[src/hdl/efcp_pkg.sv]
// Types, constants and sine table builder for the fly camera pose block.
package efcp_pkg;

   localparam int ONE_Q14 = 16384;

   typedef struct packed {
      logic signed [15:0] mouse_dx;
      logic signed [15:0] mouse_dy;
      logic [5:0]         key_mask;
      logic [15:0]        frame_time;
   } req_type;

   typedef struct packed {
      logic signed [31:0] pos_x;
      logic signed [31:0] pos_y;
      logic signed [31:0] pos_z;
      logic signed [31:0] look_x;
      logic signed [31:0] look_y;
      logic signed [31:0] look_z;
      logic signed [15:0] up_x;
      logic signed [15:0] up_y;
      logic signed [15:0] up_z;
   } rsp_type;

   typedef enum logic [1:0] {
      CSR_ROLL  = 2'd0,
      CSR_GAIN  = 2'd1,
      CSR_SPEED = 2'd2
   } csr_index_type;

   // Sequencer states: angle update, move accumulation, trig fetch,
   // vector products, result hold.
   typedef enum logic [2:0] {
      ST_IDLE,
      ST_ANGLE,
      ST_MOVE,
      ST_TRIG,
      ST_VEC,
      ST_DONE
   } state_type;

   // One quarter-wave entry in Q1.14 from a seven-term Q30 Taylor series.
   function automatic logic [14:0] sine_entry(input int i, input int depth);
      logic [63:0] x, s, term;
      logic [63:0] q;
      x = (64'd1686629713 * 64'(i)) / 64'(depth);
      s = x;
      term = x;
      for (int k = 1; k <= 6; k++) begin
         term = (((term * x) >> 30) * x) >> 30;
         term = term / 64'((2 * k) * (2 * k + 1));
         if (k % 2 == 1) s = s - term;
         else s = s + term;
      end
      q = (s + 64'd32768) >> 16;
      if (q > 64'(ONE_Q14)) q = 64'(ONE_Q14);
      return q[14:0];
   endfunction

endpackage

[src/hdl/efcp_mul.sv]
// Bit-serial signed multiplier: 34-bit signed multiplicand by 34-bit signed
// multiplier, one multiplier bit per cycle.
module efcp_mul
   import efcp_pkg::*;
(
   input  logic               clock,
   input  logic               reset,
   input  logic               start,
   input  logic signed [33:0] op_a,
   input  logic signed [33:0] op_b,
   output logic               done,
   output logic signed [67:0] product
);
   logic [5:0]         cnt_ff, cnt_in;
   logic               busy_ff, busy_in;
   logic signed [67:0] acc_ff, acc_in;
   logic signed [67:0] mcand_ff, mcand_in;
   logic [33:0]        mplier_ff, mplier_in;
   logic               done_ff, done_in;

   always_comb begin
      cnt_in    = cnt_ff;
      busy_in   = busy_ff;
      acc_in    = acc_ff;
      mcand_in  = mcand_ff;
      mplier_in = mplier_ff;
      done_in   = 1'b0;
      if (start) begin
         busy_in   = 1'b1;
         cnt_in    = '0;
         acc_in    = '0;
         mcand_in  = 68'(op_a);
         mplier_in = op_b;
      end else if (busy_ff) begin
         // The top multiplier bit carries negative weight.
         if (mplier_ff[0]) begin
            if (cnt_ff == 6'd33) acc_in = acc_ff - mcand_ff;
            else acc_in = acc_ff + mcand_ff;
         end
         mcand_in  = mcand_ff <<< 1;
         mplier_in = mplier_ff >> 1;
         cnt_in    = cnt_ff + 6'd1;
         if (cnt_ff == 6'd33) begin
            busy_in = 1'b0;
            done_in = 1'b1;
         end
      end
   end

   always_ff @(posedge clock) begin
      if (reset) begin
         busy_ff <= 1'b0;
         done_ff <= 1'b0;
         cnt_ff  <= '0;
      end else begin
         busy_ff <= busy_in;
         done_ff <= done_in;
         cnt_ff  <= cnt_in;
      end
      acc_ff    <= acc_in;
      mcand_ff  <= mcand_in;
      mplier_ff <= mplier_in;
   end

   assign done    = done_ff;
   assign product = acc_ff;
endmodule

[config.mk]
export PLATFORM = sky130hd
export DESIGN_NAME = efcp_mul
export DESIGN_NICKNAME = d
export VERILOG_FILES = /design/src/hdl/efcp_pkg.sv /design/src/hdl/efcp_mul.sv
export SDC_FILE = /design/constraint.sdc
export NUM_CORES = 1
export LEC_CHECK = 0
export BUFFER_PORTS_ARGS = -buffer_cell sky130_fd_sc_hd__clkbuf_2
export CAP_MARGIN = 20
export CORE_MARGIN = 2
export CORE_UTILIZATION = 55
export DETAILED_ROUTE_END_ITERATION = 10
export GPL_TIMING_DRIVEN = 0
export PLACE_DENSITY = 0.76
export SYNTH_ARGS = -nofsm -noshare
export SYNTH_HDL_FRONTEND = slang
export SYNTH_SLANG_ARGS = --single-unit
export TNS_END_PERCENT = 20
[constraint.sdc]
create_clock -name clock -period 7.3 [get_ports clock]
set_input_delay 1.095 -clock clock [delete_from_list [all_inputs] [get_ports clock]]
set_output_delay 1.095 -clock clock [all_outputs]
set_load 0.02 [all_outputs]
==> results.cfg <==
[outcome]
status = finished, final reports clean

[yosys]
synth-seq-cells = 178
yosys_warnings = 0
syn_nets = 1520
yosysUniqueCellTypes = 71
ys.flop_type = edfxtp_1
ys_seq_area_frac = 0.374
syn_inst = 1378
syn-cell-area_mm2 = 0.0122
synth-edff-count = 102
synthArstFlopShare = 0
syn_area_per_cell_um2 = 8.89

[drt]
drc = 0
vias = 11100
ant_nets = 0
wl_um = 34600
drt_iter0_markers = 1108
first_pass_iters = 6
wl_per_cell_um = 18.9
vias_per_cell = 6.07

[placed_design]
dpl.hpwl_um = 26300
gp_congestion = 0.935
port_buffers = 139

[timing]
fin_worst_skew_ps = 18.5
finalSetupViolCount = 0
slew_headroom = 0.289
min_period_ps = 6150
drv_slew = 0
worstMarginPinSlew_ps = 1070
fin_tns_setup_ps = 0
finalCritPeriodShare = 0.843
max_freq_mhz = 163
hold_viol_final = 0
hold_slack_ps = 480
rsz0062_at_grt = false

[final_layout]
nets = 1679
areaGrowthSynthToFinish_pct = 14.2
layout-drive-gt1-share = 0.170
post-route-util = 0.641
antennaDiodeCount = 0

[floorplanning]
start_util = 0.561
dieWidth_um = 153
design.core.area_mm2 = 0.0218
rows = 54
die-area_mm2 = 0.0235
fp.dieH_um = 153
ios = 140

[hold_path]
hold_class = flip-flop to flip-flop

[power]
peakVddDrop_mv = 0.159
powerDensity_mw_per_mm2 = 222
leakage_nw = 5.83

[grt]
grt_pass1_wl_um = 54700
grt_pass1_vias = 10400
grt_max_degree = 62
grtUsageTotal = 0.291
gr-total-overflow = 0
antenna_found_initial = 0

[critical_path]
cp.required_ps = 7660
crit_arrival_ps = 6520
worstSetupEndpointType = flip-flop
crit_type = flip-flop to flip-flop
rrSetupSlack_ps = 1150
worst_setup_path_start_kind = flip-flop
critPathMaxFanout = 7

[job]
drv_cap = 0

[clocking]
clk_latency_ps = 460
cts_tree = done
clock-sinks = 178
post_cts_buffers = 0
path_clk_slew_ps = 80
cts.repair.resized = 0
postCtsHoldBufs = 0
cts_max_level = 4
clock_path_buffers = 2
clockRootBuffer = clkbuf_16
cts_made_buffers = 17
[power breakdown]
part / switching, mW / internal, mW
logic: 0.511 / 0.316
registers: 0.0819 / 1.17
clock network: 0.525 / 0.490
total: 1.12 / 1.98
[worst max-delay path: stages, from the launching register on]
cell and delay [ps]:
edfxtp_1 470, or4_1 630, nor4_4 320, nand2b_1 200, nor2_1 330, nand2_1 250
o31ai_1 320, xor2_1 100, ha_1 280, clkbuf_1 250, nand2_1 90, nor2_1 130
nand2_1 100, nor3_1 430, a211oi_1 220, o41a_1 530, o31ai_1 580, nand2_1 180
or4_1 490, a31oi_1 160
[flip-flops by register name, indices dropped and copies added (netlist names)]
signal / flops
done: 1
mplier_ff: 34
busy_ff: 1
mcand_ff: 68
product: 68
cnt_ff: 6
[layout make-up]
type | count | area (µm²)
fillers | 1907 | 7840
multi-input cells | 1065 | 7140
flip-flops and latches | 178 | 4580
repair buffers | 140 | 723
clock buffers | 17 | 425
well taps | 280 | 350
plain buffers | 75 | 303
clock inverters | 15 | 229
inverters | 60 | 225
[cell usage after synthesis, drive strengths merged (9+ instances only)]
cell type / n / area, µm²
nand2: 167 / 629
a21oi: 148 / 748
o21ai: 109 / 546
edfxtp: 102 / 3060
xnor2: 82 / 737
nor2: 79 / 297
dfxtp: 76 / 1520
ha: 70 / 876
clkbuf: 69 / 279
mux2: 63 / 709
inv: 60 / 225
xor2: 43 / 377
a21o: 40 / 300
nand4: 35 / 234
nand3: 22 / 110
nor3: 21 / 105
a31oi: 19 / 125
o31ai: 16 / 120
a211oi: 15 / 113
and3: 11 / 71.3
o21bai: 10 / 75.1
or4: 9 / 76.3
[kinds of logic (layout without fill, tap and decap cells)]
family	Yosys count	after routing	share of synthesized area
compound gates	413	413	0.205
xor+xnor	125	125	0.0909
fa+ha+maj	71	71	0.0732
buf+inv	135	307	0.0431
flops	178	178	0.374
mux	67	67	0.0612
simple gates	389	389	0.152
[through the flow]
stage	power, mW	instance area, µm²	std cells	setup WS [ps]
global placement	2.07	13300	1797	1310
global route	3.24	14000	1830	772
floorplan	1.86	12200	1378	2370
detailed placement	2.09	13300	1798	1270
finish	3.10	14000	1830	1150
CTS	3.10	14000	1830	1250
[cells in the final DEF, fill, tap and decap left out, types with 10 or more instances in the layout]
master / n
nor2_1: 79
a211oi_1: 15
nand4_1: 34
o31ai_1: 16
nor3_1: 21
ha_1: 70
o21bai_1: 10
a21oi_1: 146
clkbuf_1: 67
xor2_1: 43
clkbuf_16: 17
xnor2_1: 81
a21o_1: 40
inv_1: 60
edfxtp_1: 102
dfxtp_1: 76
o21ai_0: 107
mux2_2: 63
nand2_1: 165
clkbuf_2: 139
nand3_1: 22
a31oi_1: 18
[final timing paths]
kind / startpoint / cells past startpoint / endpoint
max: mcand_ff[9] / 19 / product[60]
min: product[5] / 2 / product[5]
max reg2reg: mcand_ff[9] / 19 / product[60]
min reg2reg: product[5] / 2 / product[5]
[layer usage]
metal  GRT usage  wire [µm]  up-vias
li1            -          -     5358
met1       0.410      15500     5202
met2       0.473      15900      485
met3      0.0488       2540       65
met4      0.0661        671        0
met5           0          0        -
Note: power is estimated with default switching activity, not from simulation.
